## src/hw/rtl/stat_pkg.sv

```systemverilog
// Package for the section table address translator: codes, payload and entry types.
`timescale 1ns / 1ps
`default_nettype none

package stat_pkg;

    // Default table depth
    localparam int MAX_SECTIONS_DEF = 16;

    // Field widths
    localparam int CMD_W   = 3;
    localparam int SLOT_W  = 4;
    localparam int ADDR_W  = 32;
    localparam int COUNT_W = 5;

    // Command codes
    localparam logic [CMD_W-1:0] CMD_LOAD        = 3'd0;
    localparam logic [CMD_W-1:0] CMD_VIRT_TO_FILE = 3'd1;
    localparam logic [CMD_W-1:0] CMD_RANGE_END   = 3'd2;
    localparam logic [CMD_W-1:0] CMD_RANGE_START = 3'd3;
    localparam logic [CMD_W-1:0] CMD_FIRST_START = 3'd4;
    localparam logic [CMD_W-1:0] CMD_FIRST_END   = 3'd5;

    // Answer on a miss
    localparam logic [ADDR_W-1:0] ANSWER_MISS = '1;

    typedef struct packed {
        logic [CMD_W-1:0]  command;
        logic [SLOT_W-1:0] entry_index;
        logic [ADDR_W-1:0] section_virtual_address;
        logic [ADDR_W-1:0] section_virtual_size;
        logic [ADDR_W-1:0] section_file_offset;
        logic [ADDR_W-1:0] section_file_size;
        logic [ADDR_W-1:0] query_address;
    } t_in_item;

    typedef struct packed {
        logic [ADDR_W-1:0] answer;
        logic              found;
    } t_out_item;

    // One stored section
    typedef struct packed {
        logic [ADDR_W-1:0] va;
        logic [ADDR_W-1:0] vsize;
        logic [ADDR_W-1:0] foff;
        logic [ADDR_W-1:0] fsize;
    } t_entry;

    // Controller to datapath
    typedef struct packed {
        logic accept;      // request taken this cycle
        logic rd_en;       // read the table
        logic latch_hit;   // keep the matching entry's answer
        logic latch_miss;  // keep the miss answer
        logic load_out;    // move the result into the output register
    } t_ctl;

    // Datapath to controller
    typedef struct packed {
        logic hit;         // entry on the read port matches
        logic out_free;    // output register can take a result
    } t_stat;

endpackage

`default_nettype wire

```

## src/hw/rtl/stat_ram.sv

```systemverilog
// Generic single write, single read RAM with registered read data.
`timescale 1ns / 1ps
`default_nettype none

module stat_ram #(
    parameter int WIDTH = 32,
    parameter int DEPTH = 16
) (
    input  wire logic                                        i_clk,
    input  wire logic                                        i_wr_en,
    input  wire logic [((DEPTH > 1) ? $clog2(DEPTH) : 1)-1:0] i_wr_addr,
    input  wire logic [WIDTH-1:0]                            i_wr_data,
    input  wire logic                                        i_rd_en,
    input  wire logic [((DEPTH > 1) ? $clog2(DEPTH) : 1)-1:0] i_rd_addr,
    output      logic [WIDTH-1:0]                            o_rd_data
);

    logic [WIDTH-1:0] r_mem [DEPTH];

    always_ff @(posedge i_clk) begin
        if (i_wr_en) begin
            r_mem[i_wr_addr] <= i_wr_data;
        end
        if (i_rd_en) begin
            o_rd_data <= r_mem[i_rd_addr];
        end
    end

endmodule

`default_nettype wire

```

## src/hw/rtl/stat_ctrl.sv

```systemverilog
// Controller: request handshake, section count register and table scan sequencer.
`timescale 1ns / 1ps
`default_nettype none

module stat_ctrl #(
    parameter int MAX_SECTIONS = stat_pkg::MAX_SECTIONS_DEF
) (
    input  wire logic                                   i_clk,
    input  wire logic                                   i_rst_n,
    input  wire logic                                   i_in_valid,
    input  wire logic [stat_pkg::CMD_W-1:0]             i_command,
    output      logic                                   o_in_stall,
    input  wire logic                                   i_cfg_valid,
    output      logic                                   o_cfg_ready,
    input  wire logic [stat_pkg::COUNT_W-1:0]           i_cfg_data,
    input  wire stat_pkg::t_stat                        i_stat,
    output      stat_pkg::t_ctl                         o_ctl,
    output      logic [((MAX_SECTIONS > 1) ? $clog2(MAX_SECTIONS) : 1)-1:0] o_rd_addr
);

    import stat_pkg::*;

    localparam int IW = (MAX_SECTIONS > 1) ? $clog2(MAX_SECTIONS) : 1;
    localparam int CW = ($clog2(MAX_SECTIONS + 1) > COUNT_W) ?
                        $clog2(MAX_SECTIONS + 1) : COUNT_W;

    typedef enum logic [1:0] {
        S_IDLE,
        S_RUN,
        S_DONE
    } t_state;

    t_state               r_state, n_state;
    logic [COUNT_W-1:0]   r_count;
    logic [CW-1:0]        r_idx, n_idx;
    logic                 r_pend, n_pend;
    logic [CW-1:0]        live_n;
    logic                 is_query;
    logic                 issue;

    // Entries searched: count clamped to the table depth
    assign live_n = (CW'(r_count) > CW'(MAX_SECTIONS)) ? CW'(MAX_SECTIONS) : CW'(r_count);

    assign is_query = i_command inside {CMD_VIRT_TO_FILE, CMD_RANGE_END, CMD_RANGE_START,
                                        CMD_FIRST_START, CMD_FIRST_END};

    assign o_in_stall  = (r_state != S_IDLE);
    assign o_cfg_ready = 1'b1;
    assign issue       = (r_state == S_RUN) && (r_idx < live_n);
    assign o_rd_addr   = r_idx[IW-1:0];

    // Next state and datapath commands
    always_comb begin
        n_state          = r_state;
        n_idx            = r_idx;
        n_pend           = r_pend;
        o_ctl            = '0;
        o_ctl.accept     = i_in_valid && (r_state == S_IDLE);
        case (r_state)
            S_IDLE: begin
                n_idx  = '0;
                n_pend = 1'b0;
                if (i_in_valid && is_query) begin
                    n_state = S_RUN;
                end
            end
            S_RUN: begin
                if (r_pend && i_stat.hit) begin
                    o_ctl.latch_hit = 1'b1;
                    n_state         = S_DONE;
                end else if (!issue && !r_pend) begin
                    o_ctl.latch_miss = 1'b1;
                    n_state          = S_DONE;
                end else begin
                    o_ctl.rd_en = issue;
                    n_pend      = issue;
                    if (issue) begin
                        n_idx = r_idx + CW'(1);
                    end
                end
            end
            S_DONE: begin
                if (i_stat.out_free) begin
                    o_ctl.load_out = 1'b1;
                    n_state        = S_IDLE;
                end
            end
            default: begin
                n_state = S_IDLE;
            end
        endcase
    end

    // State, scan index and count register
    always_ff @(posedge i_clk) begin
        if (!i_rst_n) begin
            r_state <= S_IDLE;
            r_idx   <= '0;
            r_pend  <= 1'b0;
            r_count <= '0;
        end else begin
            r_state <= n_state;
            r_idx   <= n_idx;
            r_pend  <= n_pend;
            if (i_cfg_valid && o_cfg_ready) begin
                r_count <= i_cfg_data;
            end
        end
    end

endmodule

`default_nettype wire

```

## src/hw/rtl/stat_dp.sv

```systemverilog
// Datapath: section table, match logic, result latch and output register.
`timescale 1ns / 1ps
`default_nettype none

module stat_dp #(
    parameter int MAX_SECTIONS = stat_pkg::MAX_SECTIONS_DEF
) (
    input  wire logic                                   i_clk,
    input  wire logic                                   i_rst_n,
    input  wire stat_pkg::t_in_item                     i_in,
    input  wire stat_pkg::t_ctl                         i_ctl,
    input  wire logic [((MAX_SECTIONS > 1) ? $clog2(MAX_SECTIONS) : 1)-1:0] i_rd_addr,
    output      stat_pkg::t_stat                        o_stat,
    output      logic                                   o_out_valid,
    input  wire logic                                   i_out_stall,
    output      stat_pkg::t_out_item                    o_out
);

    import stat_pkg::*;

    localparam int IW = (MAX_SECTIONS > 1) ? $clog2(MAX_SECTIONS) : 1;
    localparam int EW = $bits(t_entry);

    logic [CMD_W-1:0]  r_cmd;
    logic [ADDR_W-1:0] r_q;
    logic [ADDR_W-1:0] r_ans;
    logic              r_found;
    logic              r_out_valid;
    t_out_item         r_out;
    logic              wr_en;
    t_entry            wr_entry;
    logic [EW-1:0]     rd_data;
    t_entry            ent;
    logic [ADDR_W-1:0] vend, fend;
    logic              hit;
    logic [ADDR_W-1:0] ans;

    // Table write on a load to a present slot
    assign wr_en = i_ctl.accept && (i_in.command == CMD_LOAD) &&
                   (32'(i_in.entry_index) < 32'(MAX_SECTIONS));
    assign wr_entry.va    = i_in.section_virtual_address;
    assign wr_entry.vsize = i_in.section_virtual_size;
    assign wr_entry.foff  = i_in.section_file_offset;
    assign wr_entry.fsize = i_in.section_file_size;

    stat_ram #(
        .WIDTH (EW),
        .DEPTH (MAX_SECTIONS)
    ) u_table (
        .i_clk     (i_clk),
        .i_wr_en   (wr_en),
        .i_wr_addr (IW'(i_in.entry_index)),
        .i_wr_data (wr_entry),
        .i_rd_en   (i_ctl.rd_en),
        .i_rd_addr (i_rd_addr),
        .o_rd_data (rd_data)
    );

    assign ent  = t_entry'(rd_data);
    assign vend = ent.va + ent.vsize;
    assign fend = ent.foff + ent.fsize;

    // Match test and answer for the entry on the read port
    always_comb begin
        hit = 1'b0;
        ans = ANSWER_MISS;
        case (r_cmd)
            CMD_VIRT_TO_FILE: begin
                hit = (r_q >= ent.va) && (r_q < vend);
                ans = ent.foff + r_q - ent.va;
            end
            CMD_RANGE_END, CMD_RANGE_START: begin
                hit = (r_q >= ent.foff) && (r_q < fend);
                ans = (r_cmd == CMD_RANGE_END) ? fend : ent.foff;
            end
            CMD_FIRST_START, CMD_FIRST_END: begin
                hit = (ent.fsize != '0);
                ans = (r_cmd == CMD_FIRST_START) ? ent.foff : fend;
            end
            default: begin
                hit = 1'b0;
                ans = ANSWER_MISS;
            end
        endcase
    end

    assign o_stat.hit      = hit;
    assign o_stat.out_free = !r_out_valid || !i_out_stall;

    // Query capture and result latch
    always_ff @(posedge i_clk) begin
        if (i_ctl.accept) begin
            r_cmd <= i_in.command;
            r_q   <= i_in.query_address;
        end
        if (i_ctl.latch_hit) begin
            r_ans   <= ans;
            r_found <= 1'b1;
        end else if (i_ctl.latch_miss) begin
            r_ans   <= ANSWER_MISS;
            r_found <= 1'b0;
        end
        if (i_ctl.load_out) begin
            r_out.answer <= r_ans;
            r_out.found  <= r_found;
        end
    end

    // Output register valid
    always_ff @(posedge i_clk) begin
        if (!i_rst_n) begin
            r_out_valid <= 1'b0;
        end else if (i_ctl.load_out) begin
            r_out_valid <= 1'b1;
        end else if (!i_out_stall) begin
            r_out_valid <= 1'b0;
        end
    end

    assign o_out_valid = r_out_valid;
    assign o_out       = r_out;

endmodule

`default_nettype wire

```

## src/hw/rtl/section_table_address_translator.sv

```systemverilog
// Top level of the section table address translator: controller and datapath.
//
//  Channel   Signals                              Direction  Moves
//  input     i_in_valid, o_in_stall, i_in         in         load or query request
//  output    o_out_valid, i_out_stall, o_out      out        answer and found flag
//  config    i_cfg_valid, o_cfg_ready, i_cfg_data in         section count
//
// A load request writes one table slot in the cycle it is taken and gives no result.
// A query searches at most n entries, n being the section count clamped to the
// table depth: the scan reads one entry per cycle through the table's single read
// port and stops at the first match. The next request is taken once the result sits
// in the output register; a stalled output holds the scan in its final state.
// Reset clears the count and control state; table contents are not cleared.
`timescale 1ns / 1ps
`default_nettype none

module section_table_address_translator #(
    parameter int MAX_SECTIONS = stat_pkg::MAX_SECTIONS_DEF
) (
    input  wire logic                         i_clk,
    input  wire logic                         i_rst_n,
    input  wire logic                         i_in_valid,
    output      logic                         o_in_stall,
    input  wire stat_pkg::t_in_item           i_in,
    output      logic                         o_out_valid,
    input  wire logic                         i_out_stall,
    output      stat_pkg::t_out_item          o_out,
    input  wire logic                         i_cfg_valid,
    output      logic                         o_cfg_ready,
    input  wire logic [stat_pkg::COUNT_W-1:0] i_cfg_data
);

    import stat_pkg::*;

    localparam int IW = (MAX_SECTIONS > 1) ? $clog2(MAX_SECTIONS) : 1;

    t_ctl          ctl;
    t_stat         stat;
    logic [IW-1:0] rd_addr;

    stat_ctrl #(
        .MAX_SECTIONS (MAX_SECTIONS)
    ) u_ctrl (
        .i_clk       (i_clk),
        .i_rst_n     (i_rst_n),
        .i_in_valid  (i_in_valid),
        .i_command   (i_in.command),
        .o_in_stall  (o_in_stall),
        .i_cfg_valid (i_cfg_valid),
        .o_cfg_ready (o_cfg_ready),
        .i_cfg_data  (i_cfg_data),
        .i_stat      (stat),
        .o_ctl       (ctl),
        .o_rd_addr   (rd_addr)
    );

    stat_dp #(
        .MAX_SECTIONS (MAX_SECTIONS)
    ) u_dp (
        .i_clk       (i_clk),
        .i_rst_n     (i_rst_n),
        .i_in        (i_in),
        .i_ctl       (ctl),
        .i_rd_addr   (rd_addr),
        .o_stat      (stat),
        .o_out_valid (o_out_valid),
        .i_out_stall (i_out_stall),
        .o_out       (o_out)
    );

endmodule

`default_nettype wire

```

## config.mk

```make
export PLATFORM = sky130hd
export DESIGN_NAME = section_table_address_translator
export DESIGN_NICKNAME = d
export VERILOG_FILES = /design/src/hw/rtl/stat_pkg.sv /design/src/hw/rtl/stat_ram.sv /design/src/hw/rtl/stat_ctrl.sv /design/src/hw/rtl/stat_dp.sv /design/src/hw/rtl/section_table_address_translator.sv
export SDC_FILE = /design/constraint.sdc
export NUM_CORES = 2
export LEC_CHECK = 0
export ABC_CLOCK_PERIOD_IN_PS = 26900
export BUFFER_PORTS_ARGS = -buffer_cell sky130_fd_sc_hd__buf_2
export CAP_MARGIN = 40
export CORE_MARGIN = 4
export CORE_UTILIZATION = 30
export CTS_BUF_LIST = sky130_fd_sc_hd__clkbuf_8 sky130_fd_sc_hd__clkbuf_16
export CTS_CLUSTER_SIZE = 30
export DETAILED_ROUTE_END_ITERATION = 10
export HOLD_SLACK_MARGIN = 0.06
export PLACE_DENSITY = 0.41
export REMOVE_ABC_BUFFERS = 1
export SYNTH_ARGS = -nofsm -noshare
export SYNTH_HDL_FRONTEND = slang
export SYNTH_SLANG_ARGS = --single-unit
```

## constraint.sdc

```tcl
create_clock -name i_clk -period 26.9 [get_ports i_clk]
set_input_delay 5.38 -clock i_clk [delete_from_list [all_inputs] [get_ports i_clk]]
set_output_delay 5.38 -clock i_clk [all_outputs]
set_load 0.02 [all_outputs]
```

Yosys cells after proc, flatten, opt, wreduce, memory -nomap -nowiden
Memories as Yosys holds them, arrays and structs flattened. A register that Yosys moved wholly into a read port is not among the register bits.
Cells that the tools add are included.
{"block": "classes", "order_cmp": 6, "addsub": 5, "eq_ne": 19, "n_mux": 31, "n_reduce_logical": 25}
{"cell": "two-way mux 32 bit", "count": 4}
{"cell": "adder 32 bit", "count": 3}
{"cell": "one-hot mux 32 bit (3 select lines)", "count": 1}
{"cell": "greater-or-equal comparator 32 bit", "count": 2}
{"cell": "less-than comparator 32 bit", "count": 2}
{"cell": "nonzero test 32 bit", "count": 1}
{"cell": "subtractor 32 bit", "count": 1}
{"cell": "two-way mux 5 bit", "count": 4}
{"cell": "two-way mux 1 bit", "count": 13}
{"cell": "equality test 3 x 2 -> 1 bit (second input constant)", "count": 4}
{"cell": "equality test 3 bit (second input constant)", "count": 4}
{"cell": "one-hot mux 5 bit (2 select lines)", "count": 1}
{"cell": "logical AND 1 bit", "count": 8}
{"cell": "two-way mux 2 bit", "count": 4}
{"cell": "inequality test 2 bit (second input constant)", "count": 4}
{"cell": "equality test 3 x 1 -> 1 bit (second input constant)", "count": 2}
{"cell": "one-hot mux 2 bit (3 select lines)", "count": 1}
{"cell": "AND reduction 3 bit", "count": 2}
{"cell": "nonzero test 2 bit", "count": 3}
{"cell": "adder 5 x 1 -> 5 bit (second input constant)", "count": 1}
{"cell": "> comparator 5 bit (second input constant)", "count": 1}
{"cell": "less-than comparator 5 bit", "count": 1}
{"cell": "nonzero test 5 bit", "count": 1}
{"cell": "zero test 1 bit", "count": 4}
{"cell": "other kinds (12)", "count": 14}
{"block": "word_totals", "out_inout_bits": 36, "memories": 1, "elab_cells": 98, "in_bits": 177, "regBits": 115, "ramBits": 2048}
{"name": "u_dp.u_table.r_mem", "depth": 16, "width": 128, "read_ports": 1, "rd_ports_with_merged_regs": 1, "wr": 1, "line": "stat_ram.sv:18", "source": "logic [WIDTH-1:0] r_mem [DEPTH];"}

Longest topological paths before layout
{"block": "logic_depth", "depth_word": 11, "mapped_depth": 24, "ltp_nobuf": 22}

Cells and area by module
A second synthesis with hierarchy kept.
{"block": "hier_totals", "hier_cells": 4841, "hier_area_um2": 93866.3}
{"mod": "stat_ram", "seq_area_each_um2": 65342.7, "instances": 1, "cells_each": 3365, "area_per_inst_um2": 80612.3}
{"mod": "stat_dp", "seq_area_each_um2": 3042.9, "instances": 1, "cells_each": 1369, "area_per_inst_um2": 12378.1}
{"mod": "stat_ctrl", "seq_area_each_um2": 260.2, "instances": 1, "cells_each": 107, "area_per_inst_um2": 875.8}

Least setup slack after synthesis
Ideal clock, no wire load.
{"block": "synth_timing", "path_type": "input -> register", "start": "input port i_in_valid", "end": "memory u_dp.u_table.r_mem[0][0] (netlist bit) (enable)", "arrival_time_ps": 15796, "setup_slack_ps": 10330, "n_path_buf": 1, "stages": 5, "required_time_ps": 26126, "setup_ps": 774, "path_cell_list": "and3_1 clkbuf_1 nand2_1 or3_1 nor3_1"}
{"element": "start, declared", "line": "section_table_address_translator.sv:22", "source": "input wire logic i_in_valid,"}
{"element": "end, declared", "line": "stat_ram.sv:18"}

Final worst setup path
{"block": "layout_timing", "start": "input port i_in_valid", "end": "memory u_dp.u_table.r_mem[4][105] (netlist bit) (enable)"}
{"block": "layout_between", "elab_chain_len": 4}
{"element": "logical AND 1 bit", "line": "stat_ctrl.sv:58", "source": "o_ctl.accept = i_in_valid && (r_state == S_IDLE);"}
{"element": "logical AND 1 bit", "line": "stat_dp.sv:39", "source": "assign wr_en = i_ctl.accept && (i_in.command == CMD_LOAD) &&"}
{"element": "two-way mux 1 bit", "line": "stat_ram.sv:21", "source": "if (i_wr_en) begin"}
{"element": "two-way mux 1 bit (not written as such)", "line": "stat_ram.sv:22", "source": "r_mem[i_wr_addr] <= i_wr_data;"}
Every way passes these cells.

==> results.sh <==
export IMPL_path_buf_inv=5
export IMPL_drive_gt1_share_pct=26.3
export IMPL_powerDensity_nw_per_um2=71.7
export IMPL_yosysSeqAreaShare_pct=73.1
export IMPL_setup_viol=0
export IMPL_finalNetCount=5411
export IMPL_power_frac_seq_pct=50.4
export IMPL_cts_sinks=2291
export IMPL_core_sq_um=312000
export IMPL_fmax_mhz=115
export IMPL_drc_errors=0
export IMPL_finClkSkew_ns=0.0796
export IMPL_multi_input_comb_area_sq_um=24000
export IMPL_ctsResizeCount=0
export IMPL_drv_cap=0
export IMPL_rows=205
export IMPL_r2r_cells=22
export IMPL_cpMostUsedCell="buf_4"
export IMPL_postCtsHoldBufs=0
export IMPL_ir_drop_mv=0.0413
export IMPL_hold_depth=0
export IMPL_routedWlPerCell_um=29.6
export IMPL_holdCritPathClass="register to register"
export IMPL_grt_use_total_pct=16.9
export IMPL_hold_ws_ns=0.425
export IMPL_place_hpwl_um=173000
export IMPL_worstHoldStart="u_dp.r_ans[25]"
export IMPL_worst_path_stages=8
export IMPL_die_x_um=567
export IMPL_cts_buffer_depth=4
export IMPL_ant_nets=0
export IMPL_htreeDepth=5
export IMPL_fin_crit_sh_pct=32.5
export IMPL_die_area_sq_um=322000
export IMPL_yosysUniqueCellTypes=76
export IMPL_first_global_vias=48800
export IMPL_cp_end_kind="register"
export IMPL_stdcell_count=9332
export IMPL_grt_overflow=0
export IMPL_power_share_clock_pct=45.5
export IMPL_totalWireLength_um=276000
export IMPL_top_level_ports=213
export IMPL_hold_end="u_dp.o_out[26]"
export IMPL_period_needed_ns=8.73
export IMPL_max_stage_delay_ns=0.66
export IMPL_critPathLaunchType="input pin"
export IMPL_dpl_cell_area_sq_um=101000
export IMPL_path_clk_slew_ns=0.06
export IMPL_clock_root_buffer="clkbuf_16"
export IMPL_r2r_start="u_dp.u_table.o_rd_data[42]"
export IMPL_antenna_found_initial=70
export IMPL_avgSynthCellArea_sq_um=20.6
export IMPL_drtPass1Iterations=7
export IMPL_synthCells=4556
export IMPL_path_max_fanout=39
export IMPL_async_flop_share_pct=0
export IMPL_worstPathCellList="buf_2, and3_2, buf_4, nand4b_1, nor3_2, buf_4, buf_4, buf_4"
export IMPL_die_h_um=567
export IMPL_area_growth_pct=17.1
export IMPL_grt_pass1_wl_um=389000
export IMPL_reg2reg_to="u_dp.u_table.o_rd_data[59]"
export IMPL_tritoncts="built"
export IMPL_criticalPathCategory="input pin to register"
export IMPL_grt_max_degree=129
export IMPL_drv_slew=0
export IMPL_power_leakage_nw=35.1
export IMPL_p_sw_share_pct=21.9
export IMPL_first_iter_violations=3589
export IMPL_crit_slowest_cell="buf_4"
export IMPL_synth_seq_cells=2291
export IMPL_syn_area_sq_um=93900
export IMPL_gp_congestion=0.789
export IMPL_ff_latch_area_sq_um=68700
export IMPL_worst_skew_pair_late_latency_ns=0.91
export IMPL_synth_edf_count=2276
export IMPL_initial_core_util_pct=30.1
export IMPL_power_frac_comb_pct=4.1
export IMPL_tightest_slew_ns=0.969
export IMPL_power_switching_mw=1.73
export IMPL_critPathArrivalTime_ns=9.22
export IMPL_final_util_pct=35.3
export IMPL_critical_path_required_ns=27.39
export IMPL_postCtsSetupRepairBufs=0
export IMPL_vias=46600
export IMPL_rsz0062_at_grt="no"
export IMPL_io_buffers=211
export IMPL_cp_top_family="buffers and inverters"
export IMPL_ys_warnings_count=0
export IMPL_p_int_mw=6.15
export IMPL_finalHoldViolCount=0
export IMPL_ys_flop_type="edfxtp_1"
export IMPL_status="complete, no violations"
export IMPL_reg2reg_setup_slack_ns=19.33
export IMPL_dp_cells=8843
export IMPL_design_area_sq_um=110000
export IMPL_numCtsBuffers=268
export IMPL_relSlewSlack_pct=35.4
export IMPL_fin_tns_setup_ns=0
export IMPL_vias_per_cell=4.99
export IMPL_nFillCells=28900
-- worst max path at each step --
stage          slack, ns            start                          end
5_1_grt            18.01       i_in_valid   u_dp.u_table.r_mem[4][108]
4_1_cts            18.15       i_in_valid   u_dp.u_table.r_mem[4][105]
6_report           18.17       i_in_valid   u_dp.u_table.r_mem[4][105]
2_1_floorplan       4.06  u_ctrl.r_idx[0]  u_dp.u_table.o_rd_data[100]
3_5_place_dp       17.18       i_in_valid    u_dp.u_table.r_mem[4][26]
3_3_place_gp       17.24       i_in_valid     u_dp.u_table.r_mem[0][4]
-- power groups by stage --
stage                     clock network (mW)  logic [mW]  registers, mW
after floorplan                            0       0.185           4.04
after global placement                     0       0.324           4.05
after detailed placement                   0       0.330           4.05
after CTS                               3.71       0.331           3.97
after global routing                    3.85       0.364           3.97
final                                   3.58       0.326           3.97
-- cell type report --
| class | count | area share [%] |
|---|---|---|
| antenna | 19 | 0.0433 |
| clock inverter | 196 | 1.68 |
| tap | 4140 | 4.71 |
| clock buffer | 273 | 6.21 |
| inverter | 183 | 0.625 |
| timing repair buffer | 333 | 2.44 |
| multi-input combinational | 1897 | 21.8 |
| sequential | 2291 | 62.5 |
-- logic make-up (layout without fill, tap and decap cells) --
group	after synthesis	count (layout)	synth area share [%]
XOR/XNOR	88	88	0.821
AND/OR/NAND/NOR	398	398	2.09
adder cells (fa/ha/maj)	260	260	3.73
flip-flops	2291	2291	73.1
AO/OA/AOI/OAI	503	503	3.54
buffers and inverters	368	985	1.48
other	1	20	0.00399
multiplexers	647	647	15.2
-- state kept, by name, summed over array words and instances (netlist names) --
signal	cells
u_ctrl.r_count	5
u_ctrl.r_idx	5
u_ctrl.r_pend	1
u_ctrl.r_state	2
u_dp.o_out	33
u_dp.o_out_valid	1
u_dp.r_ans	32
u_dp.r_cmd	3
u_dp.r_found	1
u_dp.r_q	32
u_dp.u_table.o_rd_data	128
u_dp.u_table.r_mem	2048
-- cell usage after synthesis, types with 15 or more instances --
master / count / share of area [%]
nor3_1: 22 / 0.12
edfxtp_1: 2276 / 73
a22oi_1: 20 / 0.16
xnor2_1: 43 / 0.40
mux4_2: 623 / 15
nand4_1: 25 / 0.17
nand2b_1: 22 / 0.15
o21a_1: 16 / 0.13
a21o_1: 63 / 0.50
a211oi_1: 33 / 0.26
buf_1: 39 / 0.16
o21ai_0: 87 / 0.46
mux2i_1: 24 / 0.26
ha_1: 227 / 3.0
a21oi_1: 132 / 0.70
dfxtp_1: 15 / 0.32
o211ai_1: 28 / 0.22
o21bai_1: 16 / 0.13
nand2_1: 133 / 0.53
nor2b_1: 29 / 0.19
fa_1: 33 / 0.70
nand3_1: 35 / 0.19
clkbuf_1: 139 / 0.56
xor2_1: 45 / 0.42
nor2_1: 66 / 0.26
and3_1: 18 / 0.12
inv_1: 183 / 0.73
-- placed cells by master, fill, tap and decap left out, types with 10 or more instances in the layout --
cell       Yosys  final
xor2_1        45     45
o2111ai_1     14     14
nor2b_1       29     29
nand2_1      133    133
o21ai_0       87     87
o211ai_1      28     28
mux4_2       623    623
clkinv_2       0     33
o21bai_1      16     16
buf_12         0     24
nor3_1        22     16
nand4_1       25     25
a21o_1        63     63
dfxtp_1       15     11
inv_1        183    234
clkinv_1       0     55
bufinv_16      0     25
a22oi_1       20     20
buf_2          6    211
a221oi_1      10     10
nand3_1       35     35
clkbuf_16      0    273
and3_1        18     16
buf_4          1     75
nand2b_1      22     22
a21oi_1      132    131
diode_2        0     19
buf_16         0     20
mux2i_1       24     24
nor2_4         0     12
o21a_1        16     15
edfxtp_1    2276   2276
ha_1         227    227
nor4_1        13     13
a211oi_1      33     33
xnor2_1       43     43
fa_1          33     33
a31oi_1       10     10
nor2_1        66     54
-- layer usage --
| layer | vias to the layer above | track usage [%] | share of wire (%) |
|---|---|---|---|
| met5 | - | 0 | 0.033 |
| met4 | 16 | 3.21 | 1.8 |
| met3 | 364 | 3.12 | 5.1 |
| met2 | 1115 | 27.1 | 47 |
| met1 | 25200 | 24.2 | 46 |
| li1 | 19800 | - | - |
-- per-stage QoR --
stage                     worst slack [ns]  total power, mW
after floorplan                       4.06             4.22
after global placement               17.24             4.37
after detailed placement             17.18             4.38
after CTS                            18.15             8.01
after global routing                 18.01             8.19
final                                18.17             7.88
(Power assumes the default switching activity.)
